===== src/rtl/ptm_pkg.sv =====
// Package of shared constants, types and the control store of the page table map engine.
package ptm_pkg;

    localparam int POOL_FRAMES       = 64;
    localparam int ENTRIES_PER_TABLE = 512;
    localparam int LEVELS            = 4;

    localparam int VA_W    = 48;
    localparam int PA_W    = 52;
    localparam int ENTRY_W = 64;
    localparam int PBF_W   = 40;
    localparam int IDX_W   = 9;

    localparam int FRAME_W = $clog2(POOL_FRAMES);
    localparam int NF_W    = $clog2(POOL_FRAMES + 1);
    localparam int NEED_W  = NF_W + 1;
    localparam int LVL_W   = $clog2(LEVELS + 1);
    localparam int SLOT_W  = FRAME_W + IDX_W;
    localparam int DEPTH   = POOL_FRAMES * ENTRIES_PER_TABLE;

    localparam logic [ENTRY_W-1:0] BIT_PRESENT  = 64'h1;
    localparam logic [ENTRY_W-1:0] BIT_WRITABLE = 64'h2;

    localparam int OP_W   = 3;
    localparam int COND_W = 3;
    localparam int STEP_W = 4;

    localparam logic [OP_W-1:0] OP_NOP   = 3'd0;
    localparam logic [OP_W-1:0] OP_LOAD  = 3'd1;
    localparam logic [OP_W-1:0] OP_READ  = 3'd2;
    localparam logic [OP_W-1:0] OP_EVAL  = 3'd3;
    localparam logic [OP_W-1:0] OP_ALLOC = 3'd4;
    localparam logic [OP_W-1:0] OP_LEAF  = 3'd5;
    localparam logic [OP_W-1:0] OP_FAIL  = 3'd6;
    localparam logic [OP_W-1:0] OP_PUSH  = 3'd7;

    localparam logic [COND_W-1:0] C_NEVER     = 3'd0;
    localparam logic [COND_W-1:0] C_ALWAYS    = 3'd1;
    localparam logic [COND_W-1:0] C_NOT_START = 3'd2;
    localparam logic [COND_W-1:0] C_FAIL      = 3'd3;
    localparam logic [COND_W-1:0] C_PRESENT   = 3'd4;
    localparam logic [COND_W-1:0] C_LVL_GT1   = 3'd5;
    localparam logic [COND_W-1:0] C_LVL_GT2   = 3'd6;
    localparam logic [COND_W-1:0] C_OUT_FREE  = 3'd7;

    localparam logic [STEP_W-1:0] ST_IDLE  = 4'd0;
    localparam logic [STEP_W-1:0] ST_READ  = 4'd1;
    localparam logic [STEP_W-1:0] ST_EVAL  = 4'd2;
    localparam logic [STEP_W-1:0] ST_TEST  = 4'd3;
    localparam logic [STEP_W-1:0] ST_ALLOC = 4'd4;
    localparam logic [STEP_W-1:0] ST_DESC  = 4'd5;
    localparam logic [STEP_W-1:0] ST_LEAF  = 4'd6;
    localparam logic [STEP_W-1:0] ST_PUSH  = 4'd7;
    localparam logic [STEP_W-1:0] ST_HOLD  = 4'd8;
    localparam logic [STEP_W-1:0] ST_FAIL  = 4'd9;

    typedef struct packed {
        logic [OP_W-1:0]   op;
        logic [COND_W-1:0] cond;
        logic [STEP_W-1:0] target;
    } t_cw;

    typedef struct packed {
        logic start;
        logic fail;
        logic present;
        logic lvl_gt1;
        logic lvl_gt2;
        logic out_free;
    } t_dp_stat;

    // A jump is taken when the condition holds; otherwise the step counter advances.
    function automatic t_cw f_ucode(input logic [STEP_W-1:0] step);
        t_cw cw;
        unique case (step)
            ST_IDLE:  cw = '{op: OP_LOAD,  cond: C_NOT_START, target: ST_IDLE};
            ST_READ:  cw = '{op: OP_READ,  cond: C_NEVER,     target: ST_IDLE};
            ST_EVAL:  cw = '{op: OP_EVAL,  cond: C_FAIL,      target: ST_FAIL};
            ST_TEST:  cw = '{op: OP_NOP,   cond: C_PRESENT,   target: ST_DESC};
            ST_ALLOC: cw = '{op: OP_ALLOC, cond: C_LVL_GT2,   target: ST_ALLOC};
            ST_DESC:  cw = '{op: OP_NOP,   cond: C_LVL_GT1,   target: ST_READ};
            ST_LEAF:  cw = '{op: OP_LEAF,  cond: C_NEVER,     target: ST_IDLE};
            ST_PUSH:  cw = '{op: OP_PUSH,  cond: C_OUT_FREE,  target: ST_IDLE};
            ST_HOLD:  cw = '{op: OP_NOP,   cond: C_ALWAYS,    target: ST_PUSH};
            ST_FAIL:  cw = '{op: OP_FAIL,  cond: C_ALWAYS,    target: ST_PUSH};
            default:  cw = '{op: OP_NOP,   cond: C_ALWAYS,    target: ST_IDLE};
        endcase
        return cw;
    endfunction

    // Index bits of one level; bits at or above the top of the address read as zero.
    function automatic logic [IDX_W-1:0] f_index(input logic [VA_W-1:0] va,
                                                 input logic [LVL_W-1:0] lvl);
        logic [VA_W+IDX_W-1:0] ext;
        logic [IDX_W-1:0]      idx;
        ext = {{IDX_W{1'b0}}, va};
        idx = '0;
        for (int l = 1; l <= LEVELS; l++) begin
            if (lvl == LVL_W'(l)) begin
                idx = ext[12 + IDX_W * (l - 1) +: IDX_W];
            end
        end
        return idx;
    endfunction

endpackage


===== src/rtl/ptm_seq.sv =====
// Microcode sequencer: step counter, control store lookup and conditional jumps.
module ptm_seq (
    input  logic                      i_clk,
    input  logic                      i_rst_n,
    input  ptm_pkg::t_dp_stat         i_stat,
    output logic [ptm_pkg::OP_W-1:0]  o_op,
    output logic [ptm_pkg::STEP_W-1:0] o_pc
);
    import ptm_pkg::*;

    logic [STEP_W-1:0] r_pc;
    logic [STEP_W-1:0] n_pc;
    t_cw               w_cw;
    logic              w_take;

    assign w_cw = f_ucode(r_pc);

    always_comb begin
        unique case (w_cw.cond)
            C_NEVER:     w_take = 1'b0;
            C_ALWAYS:    w_take = 1'b1;
            C_NOT_START: w_take = !i_stat.start;
            C_FAIL:      w_take = i_stat.fail;
            C_PRESENT:   w_take = i_stat.present;
            C_LVL_GT1:   w_take = i_stat.lvl_gt1;
            C_LVL_GT2:   w_take = i_stat.lvl_gt2;
            C_OUT_FREE:  w_take = i_stat.out_free;
            default:     w_take = 1'b1;
        endcase
        n_pc = w_take ? w_cw.target : r_pc + STEP_W'(1);
    end

    always_ff @(posedge i_clk) begin
        if (!i_rst_n) begin
            r_pc <= ST_IDLE;
        end else begin
            r_pc <= n_pc;
        end
    end

    assign o_op = w_cw.op;
    assign o_pc = r_pc;

endmodule


===== config.mk =====
export PLATFORM = sky130hd
export DESIGN_NAME = ptm_seq
export DESIGN_NICKNAME = d
export VERILOG_FILES = /design/src/rtl/ptm_pkg.sv /design/src/rtl/ptm_seq.sv
export SDC_FILE = /design/constraint.sdc
export NUM_CORES = 1
export LEC_CHECK = 0
export BUFFER_PORTS_ARGS = -buffer_cell sky130_fd_sc_hd__buf_2
export CORE_MARGIN = 8
export CORE_UTILIZATION = 45
export DETAILED_ROUTE_END_ITERATION = 16
export PLACE_DENSITY = 0.69
export SKIP_CTS_REPAIR_TIMING = 1
export SLEW_MARGIN = 20
export SYNTH_ARGS = -nofsm -noshare
export SYNTH_HDL_FRONTEND = slang
export SYNTH_SLANG_ARGS = --single-unit

===== constraint.sdc =====
create_clock -name i_clk -period 2.49 [get_ports i_clk]
set_input_delay 0.249 -clock i_clk [delete_from_list [all_inputs] [get_ports i_clk]]
set_output_delay 0.249 -clock i_clk [all_outputs]
set_load 0.02 [all_outputs]

After elaboration in Yosys (flattened, before gate mapping)
Memory sizes are Yosys's and may differ from the RTL's. A register that Yosys moved wholly into a read port is not among the register bits. Cells that the tools add are included.

Equality and inequality tests: 7. Multiplexer cells: 3. Reductions and logical operators: 2. Add/sub/neg operators: 1.

Operator list (number): == test 3 bit, second input constant (4); 2-to-1 mux 4 bit (2); one-hot mux 1 bit (8 select lines) (1); == test 3 x 2 -> 1 bit, second input constant (2); adder 4 x 1 -> 4 bit, second input constant (1); == test 3 x 1 -> 1 bit, second input constant (1); logical NOT 3 bit (1); logical NOT 1 bit (1).

Memory bits (read-only): 160. Memories: 1. Register bits after elaboration: 4. Bits of input ports: 8. Output and inout port bits: 7.

Memories: (name not given) (words 16, width 10, read ports 1, clocked after Yosys merged registers in 1, write ports 0, line ptm_pkg.sv:75) `unique case (step)`.

Logic depth before layout (Yosys ltp)
Gate-level depths: netlist (run 1).

Word-level depth: 4. Depth in mapped cells: 11. Gate-level depth less buffers: 10.

Least setup slack after synthesis (run 1)
OpenSTA, ideal clock, no wires.

Kind: reg2reg. From: register, netlist name w_cw[4]. To: register, netlist name w_cw[5]. Arrival: 2.053 ns. Cell stages (with the launch flop): 11. Clock period less this slack: 2.183 ns. Setup slack: 0.307 ns. Setup time: 0.129 ns. Path through: dfxtp_1 > mux2_1 > a21oi_1 > o211a_1 > buf_6 > mux2i_1 > nor2b_1 > inv_2 > ha_1 > o31ai_1 > a21oi_1.

Longest elaborated chain between the ends: 4. Elaborated cells on any way between the ends: 11.

Ends and longest elaborated chain: == test 3 bit, or another cell as far along (line ptm_seq.sv:19) `unique case (w_cw.cond)`; one-hot mux 1 bit (8 select lines) (*) (line ptm_seq.sv:19); 2-to-1 mux 4 bit (*) (line ptm_seq.sv:30) `n_pc = w_take ? w_cw.target : r_pc + STEP_W'(1);`; 2-to-1 mux 4 bit (no source line) (*).

Every way passes the cells marked *; elsewhere a longest branch is shown, timed or not. A chain may end at the register's enable or synchronous reset.

Final worst setup path (run 1)
From: register, netlist name w_cw[4]. To: register, netlist name w_cw[5].

Longest elaborated chain between the ends: 4. Elaborated cells on any way between the ends: 11.

Ends and longest elaborated chain (line): == test 3 bit, or another cell as far along (ptm_seq.sv:19); one-hot mux 1 bit (8 select lines) (*) (ptm_seq.sv:19); 2-to-1 mux 4 bit (*) (ptm_seq.sv:30); 2-to-1 mux 4 bit (no source line) (*).

Marks and branches as above.

==> results of run 1 <==
==> per-layer routing <==
| layer | vias to the layer above | part of all wire | wire, µm | track usage |
|---|---|---|---|---|
| met5 | - | 0 | 0 | 0 |
| met4 | 0 | 0.015 | 23 | 0.0705 |
| met3 | 3 | 0.044 | 68 | 0.0155 |
| met2 | 13 | 0.50 | 770 | 0.166 |
| met1 | 277 | 0.44 | 688 | 0.103 |
| li1 | 315 | - | - | - |
==> registers in the layout, indices dropped and copies added, names as in the netlist <==
signal,count
w_cw,10
o_pc,4
==> stage by stage <==
| stage | worst slack, ns | power, µW | cells |
|---|---|---|---|
| 5_1_grt | 0.00912 | 1140 | 114 |
| 3_5_place_dp | 0.136 | 938 | 110 |
| 6_report | 0.142 | 1060 | 114 |
| 4_1_cts | 0.123 | 1060 | 113 |
| 3_3_place_gp | 0.206 | 920 | 110 |
| 2_1_floorplan | 0.307 | 831 | 83 |
==> Yosys cell counts (2+ instances only) <==
cell type	n
ha_1	5
inv_1	5
nand3_1	2
buf_4	3
nand2_1	8
o211ai_1	2
mux2i_1	2
nor2b_1	3
a21oi_1	4
inv_2	2
nor2_1	3
xnor2_1	3
xor2_1	2
nor3b_1	2
o21ai_1	4
dfxtp_1	14
==> how the worst max path moves through the flow <==
| stage | endpoint | slack (ns) |
|---|---|---|
| after floorplan | w_cw[5]$_SDFF_PP0_ | 0.31 |
| after global placement | w_cw[2]$_DFF_P_ | 0.21 |
| after detailed placement | w_cw[8]$_DFF_P_ | 0.14 |
| after CTS | w_cw[8]$_DFF_P_ | 0.12 |
| after global routing | w_cw[2]$_DFF_P_ | 0.009 |
| final | w_cw[5]$_SDFF_PP0_ | 0.14 |
==> layout make-up <==
class                           instances  area [µm²]
Inverter                                8        35.0
Timing Repair Buffer                   16        85.1
Tap cell                               17        21.3
Clock buffer                            3        22.5
Multi-Input combinational cell         56         407
Sequential cell                        14         280
Fill cell                             169         801
==> report_power, final <==
part	leakage, µW	switching, µW	internal, µW
sequential	0.000115	52.7	309
clock	0.0000138	64.4	56.1
combinational	0.000279	329	253
==> cell families (layout without fill, tap and decap cells) <==
family,after synthesis,in the layout
simple gates,24,24
compound gates,17,17
flops,14,14
buf+inv,13,27
fa+ha+maj,5,5
xor+xnor,5,5
mux,5,5
==> flow_summary.ini, run 1 <==
[run_status]
status = finished, final reports clean

[critical_path]
cp-end-kind = flip-flop
critPathMaxFanout = 10
cpPeakStageDelay_ns = 0.40
crit_path_start_kind = flip-flop
critPathSlowestCell = dfxtp_1
cp.required_ns = 2.64
cp.depth = 9
setup.worst_path.start = w_cw[4]$_SDFF_PP1_
crit_buf_inv = 2
rr_endpoint = w_cw[5]$_SDFF_PP0_
reg2reg_slack_ns = 0.14
crit_path_cell_trace = mux2_1 > a21oi_1 > o211a_1 > buf_4 > o211ai_1 > buf_4 > ha_1 > o31ai_1 > a21oi_1
r2r_cells = 9
crit_family = compound AO/OA/AOI/OAI gates
crit_type = flip-flop to flip-flop
arrival_ns = 2.50
r2r-start = w_cw[4]$_SDFF_PP1_

[yosys]
synth_compound_area_frac = 0.150
synthXorXnorAreaFrac = 0.0577
yosys.area_share.simple = 0.170
syn_avg_cell_area_um2 = 9.15
synth-edff-count = 0
yosysTopAreaCell = dfxtp_1
synth_top_family_by_area = simple AND/OR/NAND/NOR gates
yosys.cell_types.count = 35
synth_mux_area_frac = 0.0758
synth.cell_area_um2 = 759
synthFlopType = dfxtp_1
synth_warnings = 0
synth-seq-cells = 14
yosys.area.top_type_share = 0.369
synth_area_leaders = dfxtp_1, ha_1, nand2_1, xnor2_1, buf_4
syn_nets = 96
synthArstFlopShare = 0
synth_fa_ha_area_frac = 0.0824
synthCells = 83
yosysSeqAreaShare = 0.369

[grt]
grt_pass1_wl_um = 2550
grt_antenna_before_repair = 0
gr-usage-all-layers = 0.0964
grt_pass1_vias = 584
gr-total-overflow = 0
grt_max_degree = 11

[power]
irDropWorstVdd_uv = 478
power.density_nw_per_um2 = 1250
p_leak_uw = 0.000408

[clocking]
cts_tree = built
root_buffer = clkbuf_4
cts_sinks = 14
ctsHtreeMaxLevel = 1
clkSlewWorstSetupHoldPaths_ns = 0.08
clock_path_buffers = 2
clk_latency_ns = 0.28
cts_inserted_buffers = 3

[routing]
drcViolationCount = 0
wire_per_inst_um = 13.6
wirelength_um = 1550
dr.pass1.iters = 4
vias_per_cell = 5.33
antenna_left = 0
drt_iter0_markers = 13
vias = 608

[hold_path]
hp-class = input pin to flip-flop
hold_path.startpoint = i_rst_n
holdPathEnd = o_pc[1]$_SDFF_PN0_
worstHoldPathCells = 2

[sta]
final.setup.tns_ns = 0
skew_ns = 0.00684
finalWorstPathRequiredPeriod_ns = 2.35
tightest_slew_ns = 0.350
setup-violations-final = 0
rsz0062_at_grt = no
max_freq_mhz = 426
final.period_utilization = 0.943
whs_ns = 0.321
hold_violations = 0
slew_viol_final = 0
slew_headroom = 0.765

[layout]
final_cell_mix = buf_2, dfxtp_1, nand2_1
fin_area_um2 = 851
area_growth_pct = 12.0
final_core_util = 0.515
final_nets = 112
layout-drive-gt1-share = 0.247
n_antenna_cell = 0

[job]
max_cap_viol_count = 0

[floorplan]
rows = 15
core-area_um2 = 1650
ios = 15
initial_core_util = 0.460
die-area_um2 = 3260
chipHeight_um = 57.1
die_w_um = 57.1

[placed_design]
portBuffers = 14
post_dp_cell_area_um2 = 821
place.gp.congestion = 0.864
hpwl_um = 1250
(Power assumes the default switching activity.)
==> run 2: changes to the inputs <==
--- a/config.mk
+++ b/config.mk
@@ -10,6 +10,7 @@
 export CORE_UTILIZATION = 45
 export DETAILED_ROUTE_END_ITERATION = 16
 export PLACE_DENSITY = 0.69
+export RECOVER_POWER = 50
 export SKIP_CTS_REPAIR_TIMING = 1
 export SLEW_MARGIN = 20
 export SYNTH_ARGS = -nofsm -noshare
==> run 2 against run 1 <==
Global-route usage is the same. Final cell count unchanged. Worst hold slack is essentially flat. Total power shrank 0.89%. Routed wire length rose by 0.13%. Largest power group unchanged. Clock power about the same. Non-clock buffer count unchanged. Via count shrank 0.16%. First-iteration DRC count up 7.7%. Design area down 1.0%. Clock-buffer cell count stayed put. Sequential share of layout area grew 0.34 points.
==> flow_summary.ini, run 2 (same netlist as run 1, synthesis figures left out) <==
[run_status]
status = finished, final reports clean

[critical_path]
cp.required_ns = 2.64
crit_type = flip-flop to flip-flop
critPathMaxFanout = 10
reg2reg_slack_ns = 0.14
r2r-start = w_cw[4]$_SDFF_PP1_
rr_endpoint = w_cw[5]$_SDFF_PP0_
crit_path_start_kind = flip-flop
r2r_cells = 9
arrival_ns = 2.50
cp-end-kind = flip-flop

[clocking]
root_buffer = clkbuf_4
clkSlewWorstSetupHoldPaths_ns = 0.08
cts_tree = built
ctsHtreeMaxLevel = 1
clk_latency_ns = 0.28
cts_inserted_buffers = 3
clock_path_buffers = 2
cts_sinks = 14

[power]
p_leak_uw = 0.000382
seq_power_share = 0.344
power.total_uw = 1060
p_switching_uw = 447
p_comb_frac = 0.542
p_int_uw = 608
sw_frac_of_total = 0.424
p_clk_frac = 0.114
irDropWorstVdd_uv = 477
power.density_nw_per_um2 = 1250

[placed_design]
hpwl_um = 1250
place.gp.congestion = 0.864
portBuffers = 14

[sta]
slew_headroom = 0.765
final.period_utilization = 0.943
hold_violations = 0
finalWorstPathRequiredPeriod_ns = 2.35
whs_ns = 0.321
max_freq_mhz = 426
setup-violations-final = 0
final.setup.tns_ns = 0
skew_ns = 0.00678
tightest_slew_ns = 0.350
rsz0062_at_grt = no
slew_viol_final = 0

[layout]
largest_register_ffs = 10
fillers = 170
layout_commonest_cell = dfxtp_1
final_nets = 112
area_growth_pct = 10.9
layout-drive-gt1-share = 0.175
final_cell_mix = dfxtp_1, nand2_1, buf_2, clkbuf_1
n_antenna_cell = 0
final_core_util = 0.510

[grt]
gr-usage-all-layers = 0.0964
grt_pass1_vias = 584
gr-total-overflow = 0
grt_pass1_wl_um = 2550
grt_antenna_before_repair = 0
grt_max_degree = 11

[routing]
vias = 607
dr.pass1.iters = 4
drcViolationCount = 0
antenna_left = 0
vias_per_cell = 5.32
wirelength_um = 1550
drt_iter0_markers = 14
wire_per_inst_um = 13.6

[floorplan]
rows = 15
chipHeight_um = 57.1
core-area_um2 = 1650
die_w_um = 57.1
ios = 15
initial_core_util = 0.460
die-area_um2 = 3260

[hold_path]
holdPathEnd = o_pc[1]$_SDFF_PN0_
hold_path.startpoint = i_rst_n
hp-class = input pin to flip-flop
worstHoldPathCells = 2

[job]
max_cap_viol_count = 0
## run 2: cell count changes in the layout (fill, tap and decap cells not counted), sizes merged
cell	change
buf	-7
clkbuf	+7
## run 2: worst max path at each step
stage,startpoint,end,slack (ns),cells after the start
finish,w_cw[4]$_SDFF_PP1_,w_cw[5]$_SDFF_PP0_,0.14,9
global route,w_cw[4]$_SDFF_PP1_,w_cw[2]$_DFF_P_,0.009,8
CTS,w_cw[4]$_SDFF_PP1_,w_cw[8]$_DFF_P_,0.12,11
detailed placement,w_cw[4]$_SDFF_PP1_,w_cw[8]$_DFF_P_,0.14,11
global placement,w_cw[4]$_SDFF_PP1_,w_cw[2]$_DFF_P_,0.21,9
floorplan,w_cw[4]$_SDFF_PP1_,w_cw[5]$_SDFF_PP0_,0.31,10
## run 2: power groups by stage
stage	Combinational, µW	Sequential [µW]	Clock [µW]
after CTS	575	362	123
after global placement	557	363	0
after detailed placement	571	367	0
after global routing	630	373	129
final	572	363	120
after floorplan	451	380	0
## run 2: worst max-delay path, cell delays in order, from the launching register on
cell and delay (ns):
dfxtp_1 0.40, mux2_1 0.34, a21oi_1 0.17, o211a_1 0.19, buf_4 0.18, o211ai_1 0.16, buf_4 0.19, ha_1 0.19
o31ai_1 0.32, a21oi_1 0.08
## run 2: area by class of cell
cell class / instances / area, µm² / area share
tap: 17 / 21.3 / 0.0253
clock buffer: 3 / 22.5 / 0.0267
inverter: 8 / 35.0 / 0.0416
timing repair buffer: 16 / 76.3 / 0.0906
sequential: 14 / 280 / 0.333
multi-input combinational: 56 / 407 / 0.483
## run 2: metrics by stage
step / worst slack (ns) / cell area [µm²] / cells
2_1_floorplan: 0.307 / 759 / 83
3_3_place_gp: 0.206 / 821 / 110
3_5_place_dp: 0.136 / 821 / 110
4_1_cts: 0.123 / 843 / 113
5_1_grt: 0.00912 / 842 / 114
6_report: 0.142 / 842 / 114
## run 2: routing by layer
metal	global-route usage	share of wire	up-vias
met4	0.0705	0.015	0
met2	0.166	0.50	13
met5	0	0	-
met3	0.0155	0.044	3
met1	0.103	0.44	277
li1	-	-	314
==> run 3: changes to the inputs <==
--- a/config.mk
+++ b/config.mk
@@ -5,7 +5,7 @@
 export SDC_FILE = /design/constraint.sdc
 export NUM_CORES = 1
 export LEC_CHECK = 0
-export BUFFER_PORTS_ARGS = -buffer_cell sky130_fd_sc_hd__buf_2
+export BUFFER_PORTS_ARGS = -buffer_cell sky130_fd_sc_hd__clkbuf_2
 export CORE_MARGIN = 8
 export CORE_UTILIZATION = 45
 export DETAILED_ROUTE_END_ITERATION = 16
==> run 3 against run 2 <==
Sequential share of layout area down 0.91 points. Sequential cell count unchanged. Maximum frequency up 1.3%. Critical path type unchanged. Critical endpoint is now w_cw[2]$_DFF_P_. Largest power group unchanged.
==> flow_summary.ini, run 3 (same netlist as run 1, synthesis figures left out) <==
[sta]
final.setup.tns_ns = 0
hold_violations = 0
slew_viol_final = 0
slew_headroom = 0.774
skew_ns = 0.00118
max_freq_mhz = 432
setup-violations-final = 0
whs_ns = 0.351
rsz0062_at_grt = no
finalWorstPathRequiredPeriod_ns = 2.32
tightest_slew_ns = 0.330
layout_setup_ws_ns = 0.173
final.period_utilization = 0.931

[layout]
layout_commonest_cell = dfxtp_1
final_nets = 113
final_cell_mix = dfxtp_1, nand2_1, clkbuf_2, clkbuf_1
n_antenna_cell = 0
area_growth_pct = 14.0
layout-drive-gt1-share = 0.202
largest_register_ffs = 10
fin_area_um2 = 866

[placed_design]
place_ws_ns = 0.133
portBuffers = 14
place.gp.congestion = 0.823
post_dp_cell_area_um2 = 821
hpwl_um = 1230

[floorplan]
rows = 15
die-area_um2 = 3260
die_w_um = 57.1
core-area_um2 = 1650
ios = 15
chipHeight_um = 57.1
initial_core_util = 0.460

[hold_path]
hp-class = input pin to flip-flop

[power]
sw_frac_of_total = 0.411
p_clk_frac = 0.143
p_leak_uw = 0.000396
p_switching_uw = 454
power.density_nw_per_um2 = 1280
seq_power_share = 0.328
power.total_uw = 1110
p_comb_frac = 0.529
irDropWorstVdd_uv = 505
p_int_uw = 651

[clocking]
ctsHtreeMaxLevel = 1
clkSlewWorstSetupHoldPaths_ns = 0.08
cts_tree = built
cts_inserted_buffers = 3
clk_latency_ns = 0.28
clock_path_buffers = 2
root_buffer = clkbuf_4
cts_sinks = 14

[grt]
gr-total-overflow = 0
grt_antenna_before_repair = 0
grt_pass1_vias = 596
grt_max_degree = 11
grt_pass1_wl_um = 2680
gr-usage-all-layers = 0.100

[critical_path]
crit_path_start_kind = flip-flop
crit_path_cell_trace = mux2_1 > a21oi_1 > o211a_1 > buf_4 > mux2_2 > inv_2 > nor2_1 > a221o_1
crit_type = flip-flop to flip-flop
crit_buf_inv = 2
arrival_ns = 2.48
critPathSlowestCell = dfxtp_1
cpPeakStageDelay_ns = 0.40
crit_family = multiplexers
cp.required_ns = 2.66
critPathMaxFanout = 9
cp-end-kind = flip-flop

[routing]
vias_per_cell = 5.41
dr.pass1.iters = 4
wire_per_inst_um = 13.3
drt_iter0_markers = 5
wirelength_um = 1540
drcViolationCount = 0
vias = 628
antenna_left = 0

[run_status]
status = finished, final reports clean

[job]
max_cap_viol_count = 0
run 3: power by group through the flow:
stage / logic [µW] / registers, µW / clock network, µW
global route: 657 / 373 / 174
floorplan: 451 / 380 / 0
global placement: 556 / 364 / 0
detailed placement: 568 / 369 / 0
CTS: 571 / 363 / 165
finish: 585 / 362 / 158
run 3: cell type report:
| cell class | count | area, µm² |
|---|---|---|
| multi-input combinational | 56 | 409 |
| sequential | 14 | 280 |
| tap | 17 | 21.3 |
| timing repair buffer | 17 | 83.8 |
| fill | 161 | 786 |
| inverter | 8 | 35.0 |
| clock buffer | 4 | 36.3 |
run 3: path summary, 6_finish.rpt:
check,startpoint,endpoint,slack [ns],cells past startpoint
max,w_cw[4]$_SDFF_PP1_,w_cw[2]$_DFF_P_,0.17,8
min,i_rst_n,o_pc[1]$_SDFF_PN0_,0.35,2
max reg2reg,w_cw[4]$_SDFF_PP1_,w_cw[2]$_DFF_P_,0.17,8
min reg2reg,w_cw[2]$_DFF_P_,w_cw[1]$_SDFF_PN0_,0.65,2
run 3: per-stage QoR:
stage,cells,utilization
global placement,110,0.497
detailed placement,110,0.497
global route,116,0.524
floorplan,83,-
finish,116,0.524
CTS,114,0.519
run 3: layer usage:
metal  wire [µm]  part of all wire  vias to the layer above  global-route usage
li1            -                 -                      321                   -
met1         690              0.45                      293               0.112
met2         764              0.50                       11               0.163
met3          57             0.037                        3              0.0288
met4          25             0.016                        0              0.0638
met5           0                 0                        -                   0
